<file path="config.mk">
export PLATFORM = sky130hd
export DESIGN_NAME = line_cost_reducer_unit_flat
export DESIGN_NICKNAME = d
export VERILOG_FILES = /design/src/rtl/core/lcr_pkg.sv /design/src/rtl/core/lcr_if.sv /design/src/rtl/core/lcr_cfg_regs.sv /design/src/rtl/core/lcr_front.sv /design/src/rtl/core/lcr_queue.sv /design/src/rtl/core/lcr_back.sv /design/src/rtl/core/line_cost_reducer_unit.sv /design/src/flat_wrapper.sv
export VERILOG_INCLUDE_DIRS = /design/src /design/src/rtl/core
export SDC_FILE = /design/constraint.sdc
export NUM_CORES = 2
export LEC_CHECK = 0
export ABC_AREA = 1
export BUFFER_PORTS_ARGS = -buffer_cell sky130_fd_sc_hd__buf_2
export CAP_MARGIN = 20
export CORE_ASPECT_RATIO = 1.2
export CORE_MARGIN = 3
export CORE_UTILIZATION = 59
export CTS_CLUSTER_SIZE = 8
export DETAILED_ROUTE_END_ITERATION = 12
export PLACE_DENSITY_LB_ADDON = 0.1
export SLEW_MARGIN = 40
export SYNTH_ARGS = -nofsm -noshare
export SYNTH_HDL_FRONTEND = slang
export SYNTH_SLANG_ARGS = --single-unit
</file>
<file path="constraint.sdc">
create_clock -name clk_i -period 5.91 [get_ports clk_i]
set_clock_uncertainty 0.05 [all_clocks]
set_input_delay 0.8865 -clock clk_i [delete_from_list [all_inputs] [get_ports clk_i]]
set_output_delay 0.8865 -clock clk_i [all_outputs]
set_load 0.005 [all_outputs]
</file>
<file path="src/rtl/core/assert_macros.svh">
// Assertion helpers for the RTL; every use samples on clk_i and is gated by rst_ni.
`ifndef ASSERT_MACROS_SVH
`define ASSERT_MACROS_SVH

// Same-cycle implication.
`define LCR_ASSERT_NOW(lbl, ante, cons) \
  lbl: assert property (@(posedge clk_i) disable iff (!rst_ni) (ante) |-> (cons)) \
    else $error("implication failed");

// Next-cycle implication.
`define LCR_ASSERT_NEXT(lbl, ante, cons) \
  lbl: assert property (@(posedge clk_i) disable iff (!rst_ni) (ante) |=> (cons)) \
    else $error("next-cycle implication failed");

`endif

</file>
<file path="src/rtl/core/lcr_pkg.sv">
package lcr_pkg;

  localparam int unsigned CFG_ADDR_W = 5;
  localparam int unsigned CFG_DATA_W = 32;
  localparam int unsigned COST_W     = 24;
  localparam int unsigned WEIGHT_W   = 16;

  localparam logic [7:0] COST_UNKNOWN = 8'd255;

  typedef enum logic [2:0] {
    ST_SCORED     = 3'd0,
    ST_COLLISION  = 3'd1,
    ST_OFF_REJECT = 3'd2,
    ST_OFF_ACCEPT = 3'd3,
    ST_NO_MAP     = 3'd4,
    ST_TOO_LONG   = 3'd5
  } status_e;

  typedef enum logic [2:0] {
    REG_USE_MAX     = 3'd0,
    REG_REJECT_COLL = 3'd1,
    REG_REJECT_OFF  = 3'd2,
    REG_COST_CAP    = 3'd3,
    REG_STRIDE      = 3'd4,
    REG_WEIGHT      = 3'd5,
    REG_MAP_READY   = 3'd6
  } reg_idx_e;

  typedef struct packed {
    logic                use_max;
    logic                reject_coll;
    logic                reject_off;
    logic [7:0]          cost_cap;
    logic [7:0]          stride;
    logic [WEIGHT_W-1:0] weight;
    logic                map_ready;
  } cfg_t;

  localparam cfg_t CFG_RESET = '{
    use_max:     1'b1,
    reject_coll: 1'b1,
    reject_off:  1'b1,
    cost_cap:    8'd253,
    stride:      8'd2,
    weight:      16'd256,
    map_ready:   1'b0
  };

  // A zero threshold behaves as one.
  function automatic logic [7:0] eff_cost_cap(input logic [7:0] mc);
    return (mc == 8'd0) ? 8'd1 : mc;
  endfunction

endpackage

</file>
<file path="src/rtl/core/lcr_if.sv">
interface lcr_in_if;
  logic       valid;
  logic       ready;
  logic       req_type;
  logic [7:0] cell_cost;
  logic       last_cell;

  modport source (output valid, req_type, cell_cost, last_cell, input ready);
  modport sink   (input valid, req_type, cell_cost, last_cell, output ready);
endinterface

interface lcr_out_if;
  logic                              valid;
  logic                              ready;
  logic                              edge_ok;
  lcr_pkg::status_e                  status;
  logic [lcr_pkg::COST_W-1:0]        edge_cost;

  modport source (output valid, edge_ok, status, edge_cost, input ready);
  modport sink   (input valid, edge_ok, status, edge_cost, output ready);
endinterface

</file>
<file path="src/rtl/core/lcr_cfg_regs.sv">
module lcr_cfg_regs (
  input  logic                            clk_i,
  input  logic                            rst_ni,
  input  logic                            psel,
  input  logic                            penable,
  input  logic                            pwrite,
  input  logic [lcr_pkg::CFG_ADDR_W-1:0]  paddr,
  input  logic [lcr_pkg::CFG_DATA_W-1:0]  pwdata,
  output logic [lcr_pkg::CFG_DATA_W-1:0]  prdata,
  output logic                            pready,
  output lcr_pkg::cfg_t                   cfg_o
);
  import lcr_pkg::*;

  cfg_t     cfg_q, cfg_d;
  reg_idx_e idx;
  logic     wr_en;

  assign pready = 1'b1;
  assign wr_en  = psel & penable & pwrite;
  assign idx    = reg_idx_e'(paddr[CFG_ADDR_W-1:2]);
  assign cfg_o  = cfg_q;

  always_comb begin
    cfg_d = cfg_q;
    if (wr_en) begin
      case (idx)
        REG_USE_MAX:     cfg_d.use_max     = pwdata[0];
        REG_REJECT_COLL: cfg_d.reject_coll = pwdata[0];
        REG_REJECT_OFF:  cfg_d.reject_off  = pwdata[0];
        REG_COST_CAP:    cfg_d.cost_cap    = pwdata[7:0];
        REG_STRIDE:      cfg_d.stride      = pwdata[7:0];
        REG_WEIGHT:      cfg_d.weight      = pwdata[WEIGHT_W-1:0];
        REG_MAP_READY:   cfg_d.map_ready   = pwdata[0];
        default:         cfg_d             = cfg_q;
      endcase
    end
  end

  always_comb begin
    prdata = '0;
    case (idx)
      REG_USE_MAX:     prdata[0]            = cfg_q.use_max;
      REG_REJECT_COLL: prdata[0]            = cfg_q.reject_coll;
      REG_REJECT_OFF:  prdata[0]            = cfg_q.reject_off;
      REG_COST_CAP:    prdata[7:0]          = cfg_q.cost_cap;
      REG_STRIDE:      prdata[7:0]          = cfg_q.stride;
      REG_WEIGHT:      prdata[WEIGHT_W-1:0] = cfg_q.weight;
      REG_MAP_READY:   prdata[0]            = cfg_q.map_ready;
      default:         prdata               = '0;
    endcase
  end

  always_ff @(posedge clk_i or negedge rst_ni) begin
    if (!rst_ni) begin
      cfg_q <= CFG_RESET;
    end else begin
      cfg_q <= cfg_d;
    end
  end

endmodule

</file>
<file path="src/rtl/core/lcr_front.sv">
module lcr_front #(
  parameter int unsigned MAX_SAMPLES = 4096
) (
  input  logic                                      clk_i,
  input  logic                                      rst_ni,
  input  lcr_pkg::cfg_t                             cfg_i,
  input  logic                                      in_valid_i,
  output logic                                      in_ready_o,
  input  logic                                      req_type_i,
  input  logic [7:0]                                cell_cost_i,
  input  logic                                      last_cell_i,
  input  logic                                      q_full_i,
  output logic                                      push_o,
  output lcr_pkg::status_e                          job_status_o,
  output logic [7:0]                                job_largest_o,
  output logic [$clog2(MAX_SAMPLES*255+1)-1:0]      job_sum_o,
  output logic [$clog2(MAX_SAMPLES+1)-1:0]          job_count_o
);
  import lcr_pkg::*;

  localparam int unsigned CNT_W = $clog2(MAX_SAMPLES + 1);
  localparam int unsigned SUM_W = $clog2(MAX_SAMPLES * 255 + 1);

  logic [SUM_W-1:0] sum_q, sum_d;
  logic [CNT_W-1:0] count_q, count_d;
  logic [7:0]       largest_q, largest_d;
  logic [7:0]       pos_q, pos_d;
  logic             coll_q, coll_d;
  logic             ov_q, ov_d;

  logic [7:0] mc, stride;
  logic [8:0] pos_inc;
  logic       fire, end_edge, sample, full, hit, take;

  assign in_ready_o = ~q_full_i;
  assign fire       = in_valid_i & in_ready_o;
  assign end_edge   = fire & (req_type_i | last_cell_i);
  assign push_o     = end_edge;

  assign mc     = eff_cost_cap(cfg_i.cost_cap);
  assign stride = (cfg_i.stride == 8'd0) ? 8'd1 : cfg_i.stride;

  assign sample = (pos_q == 8'd0);
  assign full   = (count_q == CNT_W'(MAX_SAMPLES));
  assign hit    = sample & (cell_cost_i >= mc) & (mc != COST_UNKNOWN) & cfg_i.reject_coll;
  assign take   = sample & ~full;

  always_comb begin
    sum_d     = sum_q;
    count_d   = count_q;
    largest_d = largest_q;
    if (take) begin
      sum_d   = sum_q + SUM_W'(cell_cost_i);
      count_d = count_q + CNT_W'(1);
      if (cell_cost_i != COST_UNKNOWN && cell_cost_i > largest_q) begin
        largest_d = cell_cost_i;
      end
    end
    coll_d  = coll_q | hit;
    ov_d    = ov_q | (sample & full);
    pos_inc = {1'b0, pos_q} + 9'd1;
    pos_d   = (pos_inc >= {1'b0, stride}) ? 8'd0 : pos_inc[7:0];
  end

  // Classify the edge as it ends; only scored edges need the back end's divider.
  always_comb begin
    if (!cfg_i.map_ready) begin
      job_status_o = ST_NO_MAP;
    end else if (req_type_i) begin
      job_status_o = cfg_i.reject_off ? ST_OFF_REJECT : ST_OFF_ACCEPT;
    end else if (coll_d) begin
      job_status_o = ST_COLLISION;
    end else if (ov_d) begin
      job_status_o = ST_TOO_LONG;
    end else begin
      job_status_o = ST_SCORED;
    end
  end

  assign job_sum_o     = sum_d;
  assign job_count_o   = count_d;
  assign job_largest_o = largest_d;

  always_ff @(posedge clk_i or negedge rst_ni) begin
    if (!rst_ni) begin
      sum_q     <= '0;
      count_q   <= '0;
      largest_q <= '0;
      pos_q     <= '0;
      coll_q    <= 1'b0;
      ov_q      <= 1'b0;
    end else if (fire) begin
      if (end_edge) begin
        sum_q     <= '0;
        count_q   <= '0;
        largest_q <= '0;
        pos_q     <= '0;
        coll_q    <= 1'b0;
        ov_q      <= 1'b0;
      end else begin
        sum_q     <= sum_d;
        count_q   <= count_d;
        largest_q <= largest_d;
        pos_q     <= pos_d;
        coll_q    <= coll_d;
        ov_q      <= ov_d;
      end
    end
  end

endmodule

</file>
<file path="src/rtl/core/lcr_queue.sv">
module lcr_queue #(
  parameter int unsigned DATA_W = 8,
  parameter int unsigned DEPTH  = 2
) (
  input  logic              clk_i,
  input  logic              rst_ni,
  input  logic              push_i,
  input  logic [DATA_W-1:0] data_i,
  input  logic              pop_i,
  output logic              valid_o,
  output logic              full_o,
  output logic [DATA_W-1:0] data_o
);

  localparam int unsigned PTR_W = (DEPTH > 1) ? $clog2(DEPTH) : 1;
  localparam int unsigned CNT_W = $clog2(DEPTH + 1);

  logic [DATA_W-1:0] mem_q [DEPTH];
  logic [PTR_W-1:0]  wr_ptr_q, rd_ptr_q;
  logic [CNT_W-1:0]  count_q;
  logic              do_push, do_pop;

  assign valid_o = (count_q != '0);
  assign full_o  = (count_q == CNT_W'(DEPTH));
  assign data_o  = mem_q[rd_ptr_q];
  assign do_push = push_i & ~full_o;
  assign do_pop  = pop_i & valid_o;

  function automatic logic [PTR_W-1:0] ptr_next(input logic [PTR_W-1:0] p);
    return (p == PTR_W'(DEPTH - 1)) ? '0 : p + PTR_W'(1);
  endfunction

  always_ff @(posedge clk_i) begin
    if (do_push) begin
      mem_q[wr_ptr_q] <= data_i;
    end
  end

  always_ff @(posedge clk_i or negedge rst_ni) begin
    if (!rst_ni) begin
      wr_ptr_q <= '0;
      rd_ptr_q <= '0;
      count_q  <= '0;
    end else begin
      if (do_push) wr_ptr_q <= ptr_next(wr_ptr_q);
      if (do_pop)  rd_ptr_q <= ptr_next(rd_ptr_q);
      case ({do_push, do_pop})
        2'b10:   count_q <= count_q + CNT_W'(1);
        2'b01:   count_q <= count_q - CNT_W'(1);
        default: count_q <= count_q;
      endcase
    end
  end

endmodule

</file>
<file path="src/rtl/core/lcr_back.sv">
module lcr_back #(
  parameter int unsigned MAX_SAMPLES = 4096
) (
  input  logic                                      clk_i,
  input  logic                                      rst_ni,
  input  lcr_pkg::cfg_t                             cfg_i,
  input  logic                                      job_valid_i,
  input  lcr_pkg::status_e                          job_status_i,
  input  logic [7:0]                                job_largest_i,
  input  logic [$clog2(MAX_SAMPLES*255+1)-1:0]      job_sum_i,
  input  logic [$clog2(MAX_SAMPLES+1)-1:0]          job_count_i,
  output logic                                      pop_o,
  output logic                                      out_valid_o,
  input  logic                                      out_ready_i,
  output logic                                      out_ok_o,
  output lcr_pkg::status_e                          out_status_o,
  output logic [lcr_pkg::COST_W-1:0]                out_cost_o
);
  import lcr_pkg::*;

  localparam int unsigned CNT_W = $clog2(MAX_SAMPLES + 1);
  localparam int unsigned SUM_W = $clog2(MAX_SAMPLES * 255 + 1);
  localparam int unsigned NUM_W = WEIGHT_W + SUM_W;
  localparam int unsigned DEN_W = CNT_W + 8;
  localparam int unsigned IT_W  = $clog2(NUM_W + 1);

  typedef enum logic [1:0] {
    S_IDLE,
    S_DIV,
    S_OUT
  } state_e;

  state_e              state_q;
  logic [NUM_W-1:0]    quot_q;
  logic [DEN_W-1:0]    den_q;
  logic [DEN_W-1:0]    rem_q;
  logic [IT_W-1:0]     it_q;
  logic                out_valid_q;
  logic                out_ok_q;
  status_e             out_status_q;
  logic [COST_W-1:0]   out_cost_q;

  logic [7:0]          mc;
  logic [NUM_W-1:0]    num_mul;
  logic [DEN_W-1:0]    den_mul;
  logic [DEN_W:0]      rem_sh, diff;
  logic                ge, out_free, load_out;

  assign mc       = eff_cost_cap(cfg_i.cost_cap);
  assign out_free = ~out_valid_q | out_ready_i;
  assign pop_o    = (state_q == S_IDLE) & job_valid_i & out_free;
  assign load_out = (pop_o & (job_status_i != ST_SCORED)) | ((state_q == S_OUT) & out_free);

  assign num_mul = cfg_i.use_max ? NUM_W'(cfg_i.weight) * NUM_W'(job_largest_i)
                                 : NUM_W'(cfg_i.weight) * NUM_W'(job_sum_i);
  assign den_mul = cfg_i.use_max ? DEN_W'(mc) : DEN_W'(job_count_i) * DEN_W'(mc);

  // One quotient bit per cycle, restoring.
  assign rem_sh = {rem_q, quot_q[NUM_W-1]};
  assign diff   = rem_sh - {1'b0, den_q};
  assign ge     = (rem_sh >= {1'b0, den_q});

  assign out_valid_o  = out_valid_q;
  assign out_ok_o     = out_ok_q;
  assign out_status_o = out_status_q;
  assign out_cost_o   = out_cost_q;

  always_ff @(posedge clk_i or negedge rst_ni) begin
    if (!rst_ni) begin
      state_q      <= S_IDLE;
      quot_q       <= '0;
      den_q        <= '0;
      rem_q        <= '0;
      it_q         <= '0;
      out_valid_q  <= 1'b0;
      out_ok_q     <= 1'b0;
      out_status_q <= ST_SCORED;
      out_cost_q   <= '0;
    end else begin
      if (load_out) begin
        out_valid_q <= 1'b1;
      end else if (out_ready_i) begin
        out_valid_q <= 1'b0;
      end
      case (state_q)
        S_IDLE: begin
          if (pop_o) begin
            if (job_status_i != ST_SCORED) begin
              out_ok_q     <= (job_status_i == ST_OFF_ACCEPT);
              out_status_q <= job_status_i;
              out_cost_q   <= '0;
            end else begin
              quot_q  <= num_mul;
              den_q   <= den_mul;
              rem_q   <= '0;
              it_q    <= '0;
              state_q <= S_DIV;
            end
          end
        end
        S_DIV: begin
          rem_q  <= ge ? diff[DEN_W-1:0] : rem_sh[DEN_W-1:0];
          quot_q <= {quot_q[NUM_W-2:0], ge};
          it_q   <= it_q + IT_W'(1);
          if (it_q == IT_W'(NUM_W - 1)) begin
            state_q <= S_OUT;
          end
        end
        S_OUT: begin
          if (out_free) begin
            out_ok_q     <= 1'b1;
            out_status_q <= ST_SCORED;
            // Guard a zero divisor: the cost is then zero.
            out_cost_q   <= (den_q == '0) ? '0 : quot_q[COST_W-1:0];
            state_q      <= S_IDLE;
          end
        end
        default: state_q <= S_IDLE;
      endcase
    end
  end

endmodule

</file>
<file path="src/rtl/core/line_cost_reducer_unit.sv">
// Path: a cell that does not end an edge is folded into the front-end accumulators; an ended edge
// is pushed into the queue and popped by the back end, which loads an unscored result into the
// output register once it is free and first runs a scored one through its bit-serial divider.
// Throughput: one cell per cycle; two ended edges queue while one divides, then the input stalls.
// Reset: rst_ni is asynchronous, active low; it clears the accumulators, queue and output register
// and loads the registers with their documented defaults. No clearing pass follows.
`include "assert_macros.svh"

module line_cost_reducer_unit #(
  parameter int unsigned MAX_SAMPLES = 4096
) (
  input  logic                            clk_i,
  input  logic                            rst_ni,
  lcr_in_if.sink                          in_i,
  lcr_out_if.source                       out_o,
  input  logic                            psel,
  input  logic                            penable,
  input  logic                            pwrite,
  input  logic [lcr_pkg::CFG_ADDR_W-1:0]  paddr,
  input  logic [lcr_pkg::CFG_DATA_W-1:0]  pwdata,
  output logic [lcr_pkg::CFG_DATA_W-1:0]  prdata,
  output logic                            pready
);
  import lcr_pkg::*;

  localparam int unsigned CNT_W   = $clog2(MAX_SAMPLES + 1);
  localparam int unsigned SUM_W   = $clog2(MAX_SAMPLES * 255 + 1);
  localparam int unsigned JOB_W   = 3 + 8 + SUM_W + CNT_W;
  localparam int unsigned Q_DEPTH = 2;

  cfg_t             cfg;
  logic             push, pop, q_valid, q_full;
  status_e          f_status;
  logic [7:0]       f_largest;
  logic [SUM_W-1:0] f_sum;
  logic [CNT_W-1:0] f_count;
  logic [JOB_W-1:0] q_in, q_out;
  logic             out_unscored, out_ok_want;

  lcr_cfg_regs u_cfg (
    .clk_i   (clk_i),
    .rst_ni  (rst_ni),
    .psel    (psel),
    .penable (penable),
    .pwrite  (pwrite),
    .paddr   (paddr),
    .pwdata  (pwdata),
    .prdata  (prdata),
    .pready  (pready),
    .cfg_o   (cfg)
  );

  lcr_front #(.MAX_SAMPLES(MAX_SAMPLES)) u_front (
    .clk_i         (clk_i),
    .rst_ni        (rst_ni),
    .cfg_i         (cfg),
    .in_valid_i    (in_i.valid),
    .in_ready_o    (in_i.ready),
    .req_type_i    (in_i.req_type),
    .cell_cost_i   (in_i.cell_cost),
    .last_cell_i   (in_i.last_cell),
    .q_full_i      (q_full),
    .push_o        (push),
    .job_status_o  (f_status),
    .job_largest_o (f_largest),
    .job_sum_o     (f_sum),
    .job_count_o   (f_count)
  );

  assign q_in = {f_status, f_largest, f_sum, f_count};

  lcr_queue #(.DATA_W(JOB_W), .DEPTH(Q_DEPTH)) u_queue (
    .clk_i   (clk_i),
    .rst_ni  (rst_ni),
    .push_i  (push),
    .data_i  (q_in),
    .pop_i   (pop),
    .valid_o (q_valid),
    .full_o  (q_full),
    .data_o  (q_out)
  );

  lcr_back #(.MAX_SAMPLES(MAX_SAMPLES)) u_back (
    .clk_i         (clk_i),
    .rst_ni        (rst_ni),
    .cfg_i         (cfg),
    .job_valid_i   (q_valid),
    .job_status_i  (status_e'(q_out[JOB_W-1 -: 3])),
    .job_largest_i (q_out[SUM_W+CNT_W +: 8]),
    .job_sum_i     (q_out[CNT_W +: SUM_W]),
    .job_count_i   (q_out[CNT_W-1:0]),
    .pop_o         (pop),
    .out_valid_o   (out_o.valid),
    .out_ready_i   (out_o.ready),
    .out_ok_o      (out_o.edge_ok),
    .out_status_o  (out_o.status),
    .out_cost_o    (out_o.edge_cost)
  );

  assign out_unscored = (out_o.status != ST_SCORED);
  assign out_ok_want  = (out_o.status == ST_SCORED) || (out_o.status == ST_OFF_ACCEPT);

  `LCR_ASSERT_NOW(a_no_push_when_full, push, !q_full)
  `LCR_ASSERT_NOW(a_cost_zero_unscored, out_o.valid && out_unscored, out_o.edge_cost == '0)
  `LCR_ASSERT_NOW(a_ok_matches_status, out_o.valid, out_o.edge_ok == out_ok_want)
  `LCR_ASSERT_NEXT(a_pop_fills_or_divides, pop && q_out[JOB_W-1 -: 3] != ST_SCORED, out_o.valid)

endmodule

</file>
<file path="src/flat_wrapper.sv">
// flat-port wrapper written by rule: the top's interface ports become plain ports
module line_cost_reducer_unit_flat import lcr_pkg::*;
#(
  parameter int unsigned MAX_SAMPLES = 4096
)
  (clk_i, rst_ni, psel, penable, pwrite, paddr, pwdata, prdata, pready, in_i_valid, in_i_req_type, in_i_cell_cost, in_i_last_cell, in_i_ready, out_o_valid, out_o_edge_ok, out_o_status, out_o_edge_cost, out_o_ready);
  lcr_in_if in_i_i ();
  lcr_out_if out_o_i ();
  input  logic clk_i;
  input  logic rst_ni;
  input  logic psel;
  input  logic penable;
  input  logic pwrite;
  input  logic [lcr_pkg::CFG_ADDR_W-1:0] paddr;
  input  logic [lcr_pkg::CFG_DATA_W-1:0] pwdata;
  output logic [lcr_pkg::CFG_DATA_W-1:0] prdata;
  output logic pready;
  input wire logic [$bits(in_i_i.valid)-1:0] in_i_valid;
  input wire logic [$bits(in_i_i.req_type)-1:0] in_i_req_type;
  input wire logic [$bits(in_i_i.cell_cost)-1:0] in_i_cell_cost;
  input wire logic [$bits(in_i_i.last_cell)-1:0] in_i_last_cell;
  output wire logic [$bits(in_i_i.ready)-1:0] in_i_ready;
  output wire logic [$bits(out_o_i.valid)-1:0] out_o_valid;
  output wire logic [$bits(out_o_i.edge_ok)-1:0] out_o_edge_ok;
  output wire logic [$bits(out_o_i.status)-1:0] out_o_status;
  output wire logic [$bits(out_o_i.edge_cost)-1:0] out_o_edge_cost;
  input wire logic [$bits(out_o_i.ready)-1:0] out_o_ready;
  assign in_i_i.valid = in_i_valid;
  assign in_i_i.req_type = in_i_req_type;
  assign in_i_i.cell_cost = in_i_cell_cost;
  assign in_i_i.last_cell = in_i_last_cell;
  assign in_i_ready = in_i_i.ready;
  assign out_o_valid = out_o_i.valid;
  assign out_o_edge_ok = out_o_i.edge_ok;
  assign out_o_status = out_o_i.status;
  assign out_o_edge_cost = out_o_i.edge_cost;
  assign out_o_i.ready = out_o_ready;
  line_cost_reducer_unit #(.MAX_SAMPLES(MAX_SAMPLES)) u_core (.clk_i(clk_i), .rst_ni(rst_ni), .in_i(in_i_i), .out_o(out_o_i), .psel(psel), .penable(penable), .pwrite(pwrite), .paddr(paddr), .pwdata(pwdata), .prdata(prdata), .pready(pready));
endmodule
</file>
==> metrics.yaml <==
routing:
  route.met3.wl_mm: 7.093
  wl_met1_mm: 38.10
  routedWlPerCell_um: 18.77
  drt-initial-drc-count: 2064
  viasPerCell: 5.582
  wl_mm: 100.5
  wl_met2_mm: 48.98
  postRouteAntennaNets: 0
  drt_pass1_iterations: 5
  drc: 0
  num_vias: 29890
  top_layer: "met5"
critical_path:
  arrival_ns: 6.42
  path_class: "reg2reg"
  cp-start-kind: "register"
  cp.required_ns: 6.30
  cp_max_fo: 7
  worstRegToRegCells: 27
  end_kind: "register"
grt:
  antenna_found_initial: 3
  grt_max_degree: 103
  overflow: 0
  grt_pass1_vias: 30390
  grt_first_pass_wirelength_mm: 160.4
  grt_usage: 0.3354
synthesis:
  ys_ff_latch: 294
  yosysMostFrequentCell: "nand2_1"
  synth_area_um2: 34110
  yosysSeqAreaShare: 0.2291
  synth_cell_type_count: 64
  syn_inst: 4363
  synthAdderAreaFrac: 0.3284
  synth-edff-count: 88
  async_flop_share: 0.7007
  netlist.area_leader.share: 0.2360
  muxShareOfSynthArea: 0.0002935
  synth.yosys.warnings: 0
  synth_simple_gate_area_frac: 0.2411
  synth-xor-area-share: 0.01255
  avgSynthCellArea_um2: 7.817
  synth-main-ff-cell: "dfrtp_1"
  yosys.area.top_type: "fa_1"
  synth_area_leaders: "fa_1 (24%), dfrtp_1 (14%), nand2_1 (12%)"
  synth-compound-area-share: 0.07583
  synth_top_family_by_area: "adder cells"
  ys_top_cells_by_count: "nand2_1 (1,088), inv_1 (804), nor2_1 (427)"
clock_network:
  ctsHtreeMaxLevel: 2
  clockBufferDepth: 3
  root_buffer: "clkbuf_16"
  cts_hold_buf: 0
  clk_pin_slew_worst_paths_ns: 0.05
  numClockSinks: 294
  clk_latency_ns: 0.59
  cts_buffers: 43
  tritoncts: "yes"
layout:
  nets: 5311
  syn_to_final_growth_pct: 16.08
  drive_above_1_share: 0.1785
sta:
  setup_ws_ns: -0.1234
  maxSlewViolCount: 0
  finalSetupViolCount: 18
  worst_slew_pin_slew_ns: 0.8285
  max_clock_freq_ghz: 0.1657
  relSlewSlack: 0.4469
  period_share: 1.021
  fin_crit_ns: 6.033
  tns_ns: -0.9820
  rsz0062_at_grt: "true"
  holdWs_ns: 0.1645
  hold_violations: 0
floorplan:
  core-area_um2: 56580
  die-area_um2: 60740
  die_y_um: 269.4
  start_util: 0.6028
  row_count: 95
  ios: 117
  die_w_um: 225.5
placement:
  dp_hpwl_mm: 78.07
  pre_cts_slack_ns: -0.3931
  portBuffers: 81
  gp_congestion: 0.9655
min_path:
  min_path_type: "in2async"
outcome:
  violations: "setup timing"
  outcome: "complete, but fails checks"
job:
  cap_viol_max_count: 0
==> cell usage in the layout (no fill, tap or decap), drive strengths merged, types with 12 or more instances in the layout <==
master  netlist  routed
xor2         32      32
nor3         36      36
o22ai        32      32
or2          60      60
o21ai       187     187
xnor2        16      16
nand4        46      46
nand2      1108    1108
nand3       214     214
ha          252     252
nor4         15      15
nand3b       19      19
nor2        441     441
o21bai       13      13
conb          2      17
o211ai       15      15
buf          63     331
clkbuf       88      65
dfrtp       194     194
dfstp        12      12
fa          402     402
edfxtp       88      88
a21oi       150     150
inv         817     820
==> per-layer routing <==
metal,vias to the layer above,GRT usage
met5,-,0
met4,4,0.1780
met3,338,0.05189
met2,1127,0.5728
met1,14460,0.4087
li1,13960,-
==> worst max-delay path, cell delays in order (launching register included) <==
cell and delay (ns):
dfrtp_2 0.42, inv_4 0.07, buf_8 0.13, or2_4 0.23
o21ai_4 0.06, buf_6 0.16, buf_8 0.14, nor2_4 0.04
fa_1 0.52, fa_1 0.54, fa_1 0.60, fa_2 0.44
fa_1 0.50, inv_2 0.04, fa_2 0.60, inv_2 0.07
ha_4 0.32, nand2_4 0.09, nor2_4 0.11, inv_2 0.06
nor3_2 0.12, nand2_1 0.12, nand2_2 0.11, nand2_2 0.06
nand3_2 0.09, nand3_2 0.08, nand2_1 0.07, nand2_1 0.05
==> sequential cells by signal (all words and copies together), names as in the netlist, 2 cells and up <==
name	cells
u_core.u_back.den_q	21
u_core.u_back.it_q	6
u_core.u_back.out_cost_o	24
u_core.u_back.out_status_o	3
u_core.u_back.quot_q	36
u_core.u_back.rem_q	21
u_core.u_back.state_q	2
u_core.u_cfg.cfg_o	36
u_core.u_front.count_q	13
u_core.u_front.largest_q	8
u_core.u_front.pos_q	8
u_core.u_front.sum_q	20
u_core.u_queue.count_q	2
u_core.u_queue.mem_q	88
==> layout make-up <==
cell class,instances,area (um^2)
clock inverter,4,85.08
multi-input combinational,3107,23840
antenna,1,2.502
fill,4618,16990
sequential,294,7818
tap,727,909.6
inverter,826,3134
clock buffer,65,1179
timing repair buffer,331,2626
==> timing repair <==
| action | in CTS | in global routing |
|---|---|---|
| gates resized for setup | 237 | 201 |
| gates cloned | 2 | 0 |
| setup buffers | 11 | 18 |
| pin swaps | 62 | 118 |
| endpoints found under the setup margin | 27 | 33 |
==> per-stage QoR <==
stage	std cells	util	cell area [um^2]
2_1_floorplan	4378	-	34160
5_1_grt	5355	0.6997	39590
4_1_cts	5337	0.6862	38830
3_3_place_gp	5253	0.6460	36550
6_report	5355	0.6997	39590
3_5_place_dp	5257	0.6482	36670
==> cells by family (layout without fill, tap and decap cells) <==
kind of cell             Yosys count  in the layout
other                              2             18
AND/OR/NAND/NOR                 1944           1944
adder cells (fa/ha/maj)          654            654
flip-flops                       294            294
AO/OA/AOI/OAI                    443            443
buffers and inverters            977           1226
multiplexers                       1              1
XOR/XNOR                          48             48
==> worst paths after layout <==
check	startpoint	end	slack, ns
min	rst_ni	u_core.u_front.count_q[7]	0.16
max	u_core.u_queue.rd_ptr_q	u_core.u_back.quot_q[20]	-0.12
max in group asynchronous	rst_ni	u_core.u_back.out_cost_o[20]	4.35
max reg2reg	u_core.u_queue.rd_ptr_q	u_core.u_back.quot_q[20]	-0.12
min in group clk_i	u_core.u_back.out_cost_o[0]	u_core.u_back.out_cost_o[0]	0.42
min reg2reg	u_core.u_back.out_cost_o[0]	u_core.u_back.out_cost_o[0]	0.42
Power is left out: the tool's default activity adds up to more than one toggle a clock period on the data nets, which glitch-free logic cannot reach.
